**src/bdtc_pkg.sv**
```systemverilog
// Shared types, button codes and helpers for the button debounce transport control.
// No dependencies; every other file uses this package through scoped names.
`timescale 1ns / 1ps

package bdtc_pkg;

    localparam int MAX_TRACKS = 32;

    localparam logic [3:0] NONE_PRESSED = 4'd15;
    localparam logic [3:0] CODE_PLAY    = 4'd13;
    localparam logic [3:0] CODE_STOP    = 4'd11;
    localparam logic [3:0] CODE_NEXT    = 4'd14;
    localparam logic [3:0] CODE_PREV    = 4'd7;

    localparam logic [1:0] CFG_TRACK_COUNT    = 2'd0;
    localparam logic [1:0] CFG_DEBOUNCE_TICKS = 2'd1;

    localparam logic [5:0] TRACK_COUNT_RESET    = 6'd1;
    localparam logic [7:0] DEBOUNCE_TICKS_RESET = 8'd20;

    // Index range of a five-bit track index, clamped with the playlist limit.
    localparam int BOUND_MAX = (MAX_TRACKS < 32) ? MAX_TRACKS : 32;

    typedef enum logic [2:0] {
        PH_IDLE    = 3'b001,
        PH_PRESS   = 3'b010,
        PH_RELEASE = 3'b100
    } t_phase;

    typedef enum logic [2:0] {
        ACT_NONE = 3'd0,
        ACT_PLAY = 3'd1,
        ACT_STOP = 3'd2,
        ACT_NEXT = 3'd3,
        ACT_PREV = 3'd4
    } t_action;

    typedef struct packed {
        logic [5:0] track_count;
        logic [7:0] debounce_ticks;
    } t_cfg;

    typedef struct packed {
        logic       playing;
        logic       stopped;
        logic [4:0] track_index;
        logic       seek_pulse;
        logic       display_pulse;
        logic       busy_res;
    } t_result;

    function automatic t_action code_to_action(input logic [3:0] code);
        t_action act;
        act = ACT_NONE;
        if (code == CODE_PLAY) act = ACT_PLAY;
        else if (code == CODE_STOP) act = ACT_STOP;
        else if (code == CODE_NEXT) act = ACT_NEXT;
        else if (code == CODE_PREV) act = ACT_PREV;
        return act;
    endfunction

    function automatic logic [5:0] wrap_bound(input logic [5:0] tc);
        logic [5:0] b;
        b = tc;
        if (b < 6'd1) b = 6'd1;
        if (b > 6'(BOUND_MAX)) b = 6'(BOUND_MAX);
        return b;
    endfunction

endpackage

```
**src/bdtc_cfg_regs.sv**
```systemverilog
// Configuration register file: track count and debounce length.
// Depends on bdtc_pkg.
`timescale 1ns / 1ps

module bdtc_cfg_regs (
    input  logic              i_clk,
    input  logic              i_rst_n,
    input  logic              i_we,
    input  logic [1:0]        i_index,
    input  logic [7:0]        i_data,
    output bdtc_pkg::t_cfg    o_cfg
);

    logic [5:0] r_track_count;
    logic [7:0] r_debounce_ticks;

    always_ff @(posedge i_clk) begin
        if (!i_rst_n) begin
            r_track_count    <= bdtc_pkg::TRACK_COUNT_RESET;
            r_debounce_ticks <= bdtc_pkg::DEBOUNCE_TICKS_RESET;
        end else if (i_we) begin
            case (i_index)
                bdtc_pkg::CFG_TRACK_COUNT:    r_track_count    <= i_data[5:0];
                bdtc_pkg::CFG_DEBOUNCE_TICKS: r_debounce_ticks <= i_data;
                default: ;
            endcase
        end
    end

    assign o_cfg.track_count    = r_track_count;
    assign o_cfg.debounce_ticks = r_debounce_ticks;

endmodule

```
**src/bdtc_ctrl.sv**
```systemverilog
// Debounce phase machine and transport state; computes one tick's result.
// Depends on bdtc_pkg.
`timescale 1ns / 1ps

module bdtc_ctrl (
    input  logic              i_clk,
    input  logic              i_rst_n,
    input  logic              i_step,
    input  logic [3:0]        i_sample,
    input  bdtc_pkg::t_cfg    i_cfg,
    output bdtc_pkg::t_result o_result
);

    bdtc_pkg::t_phase  r_phase,  n_phase;
    bdtc_pkg::t_action r_action, n_action;
    logic [7:0]        r_count,  n_count;
    logic              r_play,   n_play;
    logic              r_stop,   n_stop;
    logic [4:0]        r_index,  n_index;

    logic       pressed;
    logic       seek;
    logic       disp;
    logic [5:0] bound;
    logic [5:0] index_inc;

    assign pressed   = (i_sample != bdtc_pkg::NONE_PRESSED);
    assign bound     = bdtc_pkg::wrap_bound(i_cfg.track_count);
    assign index_inc = {1'b0, r_index} + 6'd1;

    always_comb begin
        n_phase  = r_phase;
        n_action = r_action;
        n_count  = r_count;
        n_play   = r_play;
        n_stop   = r_stop;
        n_index  = r_index;
        seek     = 1'b0;
        disp     = 1'b0;
        case (r_phase)
            bdtc_pkg::PH_PRESS: begin
                if (!pressed) begin
                    n_count = '0;
                end else if (r_count < i_cfg.debounce_ticks) begin
                    n_count = r_count + 8'd1;
                end else begin
                    n_count  = '0;
                    n_action = bdtc_pkg::code_to_action(i_sample);
                    n_phase  = bdtc_pkg::PH_RELEASE;
                end
            end
            bdtc_pkg::PH_RELEASE: begin
                if (pressed) begin
                    n_count = '0;
                end else if (r_count < i_cfg.debounce_ticks) begin
                    n_count = r_count + 8'd1;
                end else begin
                    case (r_action)
                        bdtc_pkg::ACT_PLAY: begin
                            if (r_play) begin
                                n_play = 1'b0;
                            end else begin
                                n_play = 1'b1;
                                n_stop = 1'b0;
                            end
                        end
                        bdtc_pkg::ACT_STOP: n_stop = 1'b1;
                        bdtc_pkg::ACT_NEXT: begin
                            seek    = 1'b1;
                            n_index = (index_inc >= bound) ? 5'd0 : index_inc[4:0];
                        end
                        bdtc_pkg::ACT_PREV: begin
                            seek    = 1'b1;
                            n_index = (r_index == 5'd0) ? 5'(bound - 6'd1)
                                                        : r_index - 5'd1;
                        end
                        default: ;
                    endcase
                    n_action = bdtc_pkg::ACT_NONE;
                    n_count  = '0;
                    disp     = 1'b1;
                    n_phase  = bdtc_pkg::PH_IDLE;
                end
            end
            default: begin
                n_phase = bdtc_pkg::PH_IDLE;
                if (pressed) begin
                    n_phase = bdtc_pkg::PH_PRESS;
                    n_count = '0;
                end
            end
        endcase
    end

    // Advance state only when the tick's word moves into the result register.
    always_ff @(posedge i_clk) begin
        if (!i_rst_n) begin
            r_phase  <= bdtc_pkg::PH_IDLE;
            r_action <= bdtc_pkg::ACT_NONE;
            r_count  <= '0;
            r_play   <= 1'b0;
            r_stop   <= 1'b1;
            r_index  <= '0;
        end else if (i_step) begin
            r_phase  <= n_phase;
            r_action <= n_action;
            r_count  <= n_count;
            r_play   <= n_play;
            r_stop   <= n_stop;
            r_index  <= n_index;
        end
    end

    assign o_result.playing       = n_play;
    assign o_result.stopped       = n_stop;
    assign o_result.track_index   = n_index;
    assign o_result.seek_pulse    = seek;
    assign o_result.display_pulse = disp;
    assign o_result.busy_res      = (n_phase != bdtc_pkg::PH_IDLE);

endmodule

```
**src/button_debounce_transport_control_unit.sv**
```systemverilog
// Top level of the button debounce transport control: input and result registers.
// Depends on bdtc_pkg, bdtc_cfg_regs and bdtc_ctrl.
`timescale 1ns / 1ps

// Usage
//   Input channel: i_valid / o_stall with i_button_sample, one debounce tick per
//   word. Output channel: o_valid / i_stall with the six result fields, one
//   word per tick, values after that tick.
//   Config channel: i_cfg_valid / o_cfg_ready (always ready), i_cfg_index
//   0 = track_count, 1 = debounce_ticks, i_cfg_data holds the value. Write
//   only while no tick is in flight.
//   Path: an accepted sample goes from the input register through the phase
//   update into the result register (one input register, one result register).
//   Throughput: one tick per cycle unless i_stall holds the result word; the
//   phase update is a single short combinational pass from input to result register.
//   Stall: while i_stall holds the result word, the input register still
//   takes one more sample; o_stall rises only when both registers are full.
//   Reset (synchronous, active low): idle phase, count zero, paused,
//   stopped, track 0, track_count 1, debounce_ticks 20, both channels empty.

module button_debounce_transport_control_unit (
    input  logic       i_clk,
    input  logic       i_rst_n,
    input  logic       i_valid,
    output logic       o_stall,
    input  logic [3:0] i_button_sample,
    output logic       o_valid,
    input  logic       i_stall,
    output logic       o_playing,
    output logic       o_stopped,
    output logic [4:0] o_track_index,
    output logic       o_seek_pulse,
    output logic       o_display_pulse,
    output logic       o_busy_res,
    input  logic       i_cfg_valid,
    output logic       o_cfg_ready,
    input  logic [1:0] i_cfg_index,
    input  logic [7:0] i_cfg_data
);

    bdtc_pkg::t_cfg    cfg;
    bdtc_pkg::t_result step_result;

    logic              r_in_valid;
    logic [3:0]        r_in_sample;
    logic              r_out_valid;
    bdtc_pkg::t_result r_out;

    logic in_accept;
    logic advance;

    assign o_cfg_ready = 1'b1;

    bdtc_cfg_regs u_cfg (
        .i_clk   (i_clk),
        .i_rst_n (i_rst_n),
        .i_we    (i_cfg_valid),
        .i_index (i_cfg_index),
        .i_data  (i_cfg_data),
        .o_cfg   (cfg)
    );

    bdtc_ctrl u_ctrl (
        .i_clk    (i_clk),
        .i_rst_n  (i_rst_n),
        .i_step   (advance),
        .i_sample (r_in_sample),
        .i_cfg    (cfg),
        .o_result (step_result)
    );

    assign advance   = r_in_valid && (!r_out_valid || !i_stall);
    assign o_stall   = r_in_valid && r_out_valid && i_stall;
    assign in_accept = i_valid && !o_stall;

    always_ff @(posedge i_clk) begin
        if (!i_rst_n) begin
            r_in_valid <= 1'b0;
        end else if (in_accept) begin
            r_in_valid <= 1'b1;
        end else if (advance) begin
            r_in_valid <= 1'b0;
        end
    end

    always_ff @(posedge i_clk) begin
        if (in_accept) begin
            r_in_sample <= i_button_sample;
        end
    end

    // Load a new result word or drop the taken one.
    always_ff @(posedge i_clk) begin
        if (!i_rst_n) begin
            r_out_valid <= 1'b0;
        end else if (advance) begin
            r_out_valid <= 1'b1;
        end else if (!i_stall) begin
            r_out_valid <= 1'b0;
        end
    end

    always_ff @(posedge i_clk) begin
        if (advance) begin
            r_out <= step_result;
        end
    end

    assign o_valid         = r_out_valid;
    assign o_playing       = r_out.playing;
    assign o_stopped       = r_out.stopped;
    assign o_track_index   = r_out.track_index;
    assign o_seek_pulse    = r_out.seek_pulse;
    assign o_display_pulse = r_out.display_pulse;
    assign o_busy_res      = r_out.busy_res;

endmodule
```
**config.mk**
```make
export PLATFORM = sky130hd
export DESIGN_NAME = button_debounce_transport_control_unit
export DESIGN_NICKNAME = d
export VERILOG_FILES = /design/src/bdtc_pkg.sv /design/src/bdtc_cfg_regs.sv /design/src/bdtc_ctrl.sv /design/src/button_debounce_transport_control_unit.sv
export SDC_FILE = /design/constraint.sdc
export NUM_CORES = 1
export LEC_CHECK = 0
export ABC_AREA = 1
export BUFFER_PORTS_ARGS = -buffer_cell sky130_fd_sc_hd__buf_4
export CAP_MARGIN = 0
export CORE_MARGIN = 8
export CORE_UTILIZATION = 30
export CTS_CLUSTER_SIZE = 14
export DETAILED_ROUTE_END_ITERATION = 8
export SYNTH_ARGS = -nofsm -noshare
export SYNTH_HDL_FRONTEND = slang
export SYNTH_SLANG_ARGS = --single-unit
```
**constraint.sdc**
```tcl
create_clock -name i_clk -period 5.15 [get_ports i_clk]
set_input_delay 0 -clock i_clk [delete_from_list [all_inputs] [get_ports i_clk]]
set_output_delay 0 -clock i_clk [all_outputs]
set_load 0.01 [all_outputs]
```
# ---- Word-level counts from Yosys, hierarchy flattened
# Index checks and enable logic that the tools add are counted.
dict set report op_classes {
  n_addsub 4
  n_lt_le_gt_ge 4
  n_eq_ne 18
  mux 44
  bitwise 1
  n_reduce_logical 20
}
# op n
set op_table {}
lappend op_table {{two-way mux 3 bit} 12}
lappend op_table {{two-way mux 8 bit} 4}
lappend op_table {{two-way mux 5 bit} 5}
lappend op_table {{one-hot mux 8 bit (2 select lines)} 1}
lappend op_table {{two-way mux 1 bit} 15}
lappend op_table {{equality test 4 bit, second input constant} 3}
lappend op_table {{two-way mux 6 bit} 2}
lappend op_table {{one-hot mux 3 bit (2 select lines)} 2}
lappend op_table {{one-hot mux 5 bit (2 select lines)} 1}
lappend op_table {{subtractor 5 x 1 -> 5 bit, second input constant} 2}
lappend op_table {{equality test 3 x 2 -> 1 bit, second input constant} 3}
lappend op_table {{adder 8 x 1 -> 8 bit, second input constant} 1}
lappend op_table {{less-than comparator 8 bit} 1}
lappend op_table {{adder 5 x 1 -> 6 bit, second input constant} 1}
lappend op_table {{equality test 3 bit, second input constant} 2}
lappend op_table {{>= comparator 6 bit} 1}
lappend op_table {{greater-than comparator 6 bit, second input constant} 1}
lappend op_table {{less-than comparator 6 x 1 -> 1 bit, second input constant} 1}
lappend op_table {{inequality test 2 bit, second input constant} 3}
lappend op_table {{AND reduction 2 bit} 3}
lappend op_table {{AND reduction 6 bit} 1}
lappend op_table {{logical NOT 5 bit} 1}
lappend op_table {{equality test 4 x 3 -> 1 bit, second input constant} 1}
lappend op_table {{logical AND 1 bit} 4}
lappend op_table {{15 further kinds} 20}
dict set report word_totals {
  register_bits 51
  input_bits 19
  elab_cells 108
}

# ---- Longest topological paths before layout
dict set report depth {
  ltp_word 10
  mapped_depth 17
  depth_no_buf 17
}

# ---- Hierarchy
# From an unflattened synthesis, not the netlist that was laid out.
dict set report hier_totals {
  cells_unflattened 425
  area_unflattened_um2 3178.0
}
# module n_inst cells_each area_each_um2 seq_area_each_um2
set by_module_without_submodules {}
lappend by_module_without_submodules {bdtc_ctrl 1 310 2060.7 420.4}
lappend by_module_without_submodules {bdtc_cfg_regs 1 86 590.6 280.3}
lappend by_module_without_submodules {button_debounce_transport_control_unit 1 29 526.8 460.4}

# ---- Worst setup path before layout
# OpenSTA, ideal clock, no wires.
dict set report synth_path {
  kind {reg-to-reg}
  startpoint {register u_ctrl.r_index[0]}
  endpoint {register r_out, in the netlist o_track_index[4], data pin}
  setup_time_ns 0.253
  arrival_time_ns 1.734
  setup_slack_ns 3.162
  path_stages_with_launch 14
  n_path_buf 0
  period_less_slack_ns 1.988
  path_cell_list {dfxtp_1 > ha_1 > nand3_1 > xor2_1 > inv_1 > ha_1 > nand2_1 > o21a_1 > nand3_1 > nor2_1 > nand2_1 > nand2_1 > nand2_1 > nand2_1}
}
# item line
set synth_rtl {}
lappend synth_rtl {{from (decl)} bdtc_ctrl.sv:19} ;# logic [4:0] r_index, n_index;
lappend synth_rtl {{from (signal assigned)} bdtc_ctrl.sv:110} ;# r_index <= n_index;
lappend synth_rtl {{to (signal assigned)} button_debounce_transport_control_unit.sv:105} ;# r_out <= step_result;
lappend synth_rtl {{to (decl)} button_debounce_transport_control_unit.sv:47} ;# bdtc_pkg::t_result r_out;

# ---- Final worst setup path
dict set report layout_path {
  startpoint {register u_ctrl.r_index[0]}
  endpoint {register u_ctrl.r_index[3]}
}
dict set report layout_via {
  elab_chain_len 7
}
# item line
set layout_lines {}
lappend layout_lines {{adder 5 x 1 -> 6 bit} bdtc_ctrl.sv:29} ;# assign index_inc = {1'b0, r_index} + 6'd1;
lappend layout_lines {{>= comparator 6 bit} bdtc_ctrl.sv:70} ;# n_index = (index_inc >= bound) ? 5'd0 : index_inc[4:0];
lappend layout_lines {{two-way mux 5 bit} bdtc_ctrl.sv:70}
lappend layout_lines {{one-hot mux 5 bit (2 select lines) *} bdtc_ctrl.sv:58} ;# case (r_action)
lappend layout_lines {{two-way mux 5 bit *} bdtc_ctrl.sv:55} ;# end else if (r_count < i_cfg.debounce_ticks) begin
lappend layout_lines {{two-way mux 5 bit *} bdtc_ctrl.sv:53} ;# if (pressed) begin
lappend layout_lines {{two-way mux 5 bit *} bdtc_ctrl.sv:40} ;# case (r_phase)
# Mark *: on every way between the ends. The rest lies on a longest branch, timed or not.
# A chain may end at the register's enable or synchronous reset.

==> key figures <==
Synthesis
  • Syn Inst Count: 388
  • Commonest cells in the netlist: 83 x nand2_1, 49 x inv_1, 37 x dfxtp_1
  • Ys flop type: dfxtp_1
  • Most frequent cell after synthesis: nand2_1
  • Yosys reg bits: 51
  • Mux contribution to synthesized area: 0
  • Top-area cell type share of the netlist area: 0.2571
  • Post-synthesis adder-cell area fraction: 0.07382
  • Unique masters post-synth: 37
  • Post-synth EDFFs: 14
  • Sequential area share after synthesis: 0.4030
  • Synthesized Nets: 424
  • Synth top area cells: dfxtp_1 26%, edfxtp_1 15%, nand2_1 11%, ha_1 7.4%, inv_1 6.4%
  • Post-synthesis cell area: 2882 um2
  • Yosys warning count: 0
  • Async set or reset register ratio after synthesis: 0
  • Compound-Gate Fraction of Synth Area: 0.1528
  • Largest family of logic cells by synthesized area: simple AND/OR/NAND/NOR gates
  • Post-Synth XOR/XNOR Area: 0.01216
  • Avg Cell Area, Syn: 7.427 um2
  • Post-Synth Simple-Gate Area: 0.2649
  • Yosys top cell by area: dfxtp_1

Clocking
  • CTS tree: yes
  • Max clock buf depth: 2
  • Worst-Skew Late Latency: 0.31 ns
  • Total CTS buffers: 5
  • Clock sinks: 51
  • CTS clk-pin slew, worst paths: 0.10 ns
  • H-tree Lvls: 2
  • Clk root buf: clkbuf_8
  • Total setup buffers inserted after CTS: 0

Status
  • Status: completed

Route
  • Final wirelength: 6332 um
  • DR vias/cell: 4.594
  • Drt first pass iters: 4
  • Vias after detailed routing: 2582
  • Routed len/inst: 11.27 um
  • Detailed-route DRC error count: 0
  • DRT iter0 DRCs: 78
  • Final ANT Viol Nets: 0

STA
  • Max Clk Rate: 434.3 MHz
  • RSZ-0062 raised after global routing: no
  • Clock skew: 0.01483 ns
  • Fin crit period: 2.303 ns
  • Worst Tran Pin Value: 0.6213 ns
  • Final Cycle Share: 0.4471
  • Worst slew margin: 0.5830
  • Hold Vio Cnt, Final: 0
  • Max-slew violation count: 0
  • Sum Neg Setup Slack: 0 ns
  • Worst hold margin: 0.01187 ns
  • Final setup viols: 0

Worst setup path
  • Crit path kind: reg -> reg
  • Worst setup path end: u_ctrl.r_index[3]$_SDFFE_PN0P_
  • Startpoint Class: flop
  • Worst Reg-to-Reg Cells: 16
  • R2R Path End: u_ctrl.r_index[3]$_SDFFE_PN0P_
  • Critical R2R Launch: u_ctrl.r_index[0]$_SDFFE_PN0P_
  • Critical path endpoint category: flop
  • R2r setup slk: 2.85 ns
  • Critical path arrival: 2.57 ns
  • CP Max Fanout: 5
  • Critical Path RT: 5.42 ns
  • Worst Setup SP: u_ctrl.r_index[0]$_SDFFE_PN0P_

GRT
  • Largest net degree at the start of global routing: 21
  • Busiest metal layer after global routing: met2
  • Number of global-route vias before repair: 2576
  • Met2 usage: 0.1905
  • Met3 usage in global routing: 0.03011
  • Initial antenna violation count: 0
  • Gr ovfl total: 0
  • First-pass GRT wire length: 11120 um
  • Global Route Usage Sum: 0.1035
  • M1 GR Usage: 0.1114

Power and ir drop
  • Peak VDD IR: 0.1242 mV
  • PwrDens: 239.2 nW/um2
  • Lkg Pwr: 1.540 nW

Layout
  • Filler cells: 999
  • Diodes inserted: 0
  • Share of layout cells above drive strength 1: 0.1547
  • Final Core Density: 0.3728
  • Area delta synth->final: 20.10%
  • Nets: 468

Floorplan
  • Die area: 13000 um2
  • Starting density of the core: 0.3104
  • Row count: 35
  • Die W: 114.0 um
  • Boundary Pins: 32
  • Core ar.: 9284 um2
  • Die Y: 114.0 um

Placed design
  • Post-DP HPWL: 4828 um
  • Routability cong.: 0.9192
  • Port bufs: 30

Min path
  • WHS Path Cells: 3
  • Hold Crit Class: in -> reg
  • Min-delay src: i_cfg_data[6]

Run
  • Max-cap violations: 0
[per-stage QoR]
step / power [mW] / setup slack [ns] / instances / area [um2]
2_1_floorplan: 0.5537 / 3.162 / 388 / 2882
6_report: 0.8279 / 2.847 / 562 / 3461
4_1_cts: 0.8411 / 2.852 / 562 / 3461
5_1_grt: 0.8818 / 2.588 / 562 / 3461
3_3_place_gp: 0.5936 / 2.859 / 541 / 3242
3_5_place_dp: 0.5974 / 2.879 / 541 / 3242
[layout make-up]
class	count	area [um2]	share of cell area
clock buffers	5	68.82	0.01988
inverters	63	239.0	0.06905
multi-input cells	268	1455	0.4205
flip-flops and latches	51	1161	0.3355
repair buffers	43	355.3	0.1027
clock inverters	3	20.02	0.005785
well taps	129	161.4	0.04664
[worst min-delay path by stage]
stage                                             end  slack [ns]
2_1_floorplan                r_in_sample[0]$_DFFE_PP_         0.1
3_5_place_dp                 r_in_sample[0]$_DFFE_PP_        0.18
3_3_place_gp                 r_in_sample[3]$_DFFE_PP_        0.18
6_report       u_cfg.r_debounce_ticks[6]$_SDFFE_PN0P_        0.01
4_1_cts           u_cfg.r_track_count[0]$_SDFFE_PN1P_       0.007
5_1_grt           u_cfg.r_track_count[0]$_SDFFE_PN1P_        0.01
[cell families after synthesis]
kind of cell             count (synthesis)
AO/OA/AOI/OAI                           81
XOR/XNOR                                 4
adder cells (fa/ha/maj)                 17
buffers and inverters                   69
flip-flops                              51
other                                    1
AND/OR/NAND/NOR                        165
[worst max-delay path: stages (launching register included)]
cell      delay (ns)
dfxtp_1         0.44
ha_1            0.22
nand3_1         0.10
xor2_1          0.23
inv_1           0.07
ha_1            0.29
nand2_1         0.09
inv_1           0.06
o211ai_1        0.08
nand3_1         0.18
nor2_1          0.14
nand2_1         0.06
nand2_1         0.07
nand2_1         0.06
nand3_1         0.07
nand2_1         0.05
inv_1           0.05
[power breakdown]
| group | total (mW) | internal (mW) | switching [mW] | leakage [nW] |
|---|---|---|---|---|
| combinational | 0.152 | 0.0616 | 0.0899 | 1.06 |
| sequential | 0.444 | 0.431 | 0.0135 | 0.436 |
| clock | 0.232 | 0.0950 | 0.137 | 0.0418 |
| total | 0.828 | 0.587 | 0.241 | 1.54 |
[cell usage in the layout (no fill, tap or decap), drive strengths merged, types with 2 or more instances in the layout]
cell,n
nand2,88
inv,61
nor2,41
dfxtp,37
a21oi,37
o21ai,31
buf,30
nand3,19
ha,17
edfxtp,14
dlygate4sd3,13
nor3,9
nand4,5
clkbuf,5
o211ai,4
clkinv,4
xor2,3
nand3b,2
o31ai,2
o21a,2
o22ai,2
[metal layers]
layer	wire, um	up-vias
met2	3090	34
li1	-	1357
met4	102	0
met3	252	10
met5	0	-
met1	2887	1181
[repair_timing]
item | 4_1_cts | 5_1_grt
hold buffers | 13 | 0
resized for setup | 0 | 0
endpoints found under the hold margin | 18 | 0
[state kept, by name, indices dropped and copies added (netlist names), 3 cells and up]
signal	flops
u_ctrl.r_action	3
r_in_sample	4
u_ctrl.r_index	5
u_ctrl.r_count	8
u_cfg.r_track_count	6
o_track_index	5
u_ctrl.r_phase	3
u_cfg.r_debounce_ticks	8
Power figures use the tool's default switching activity.
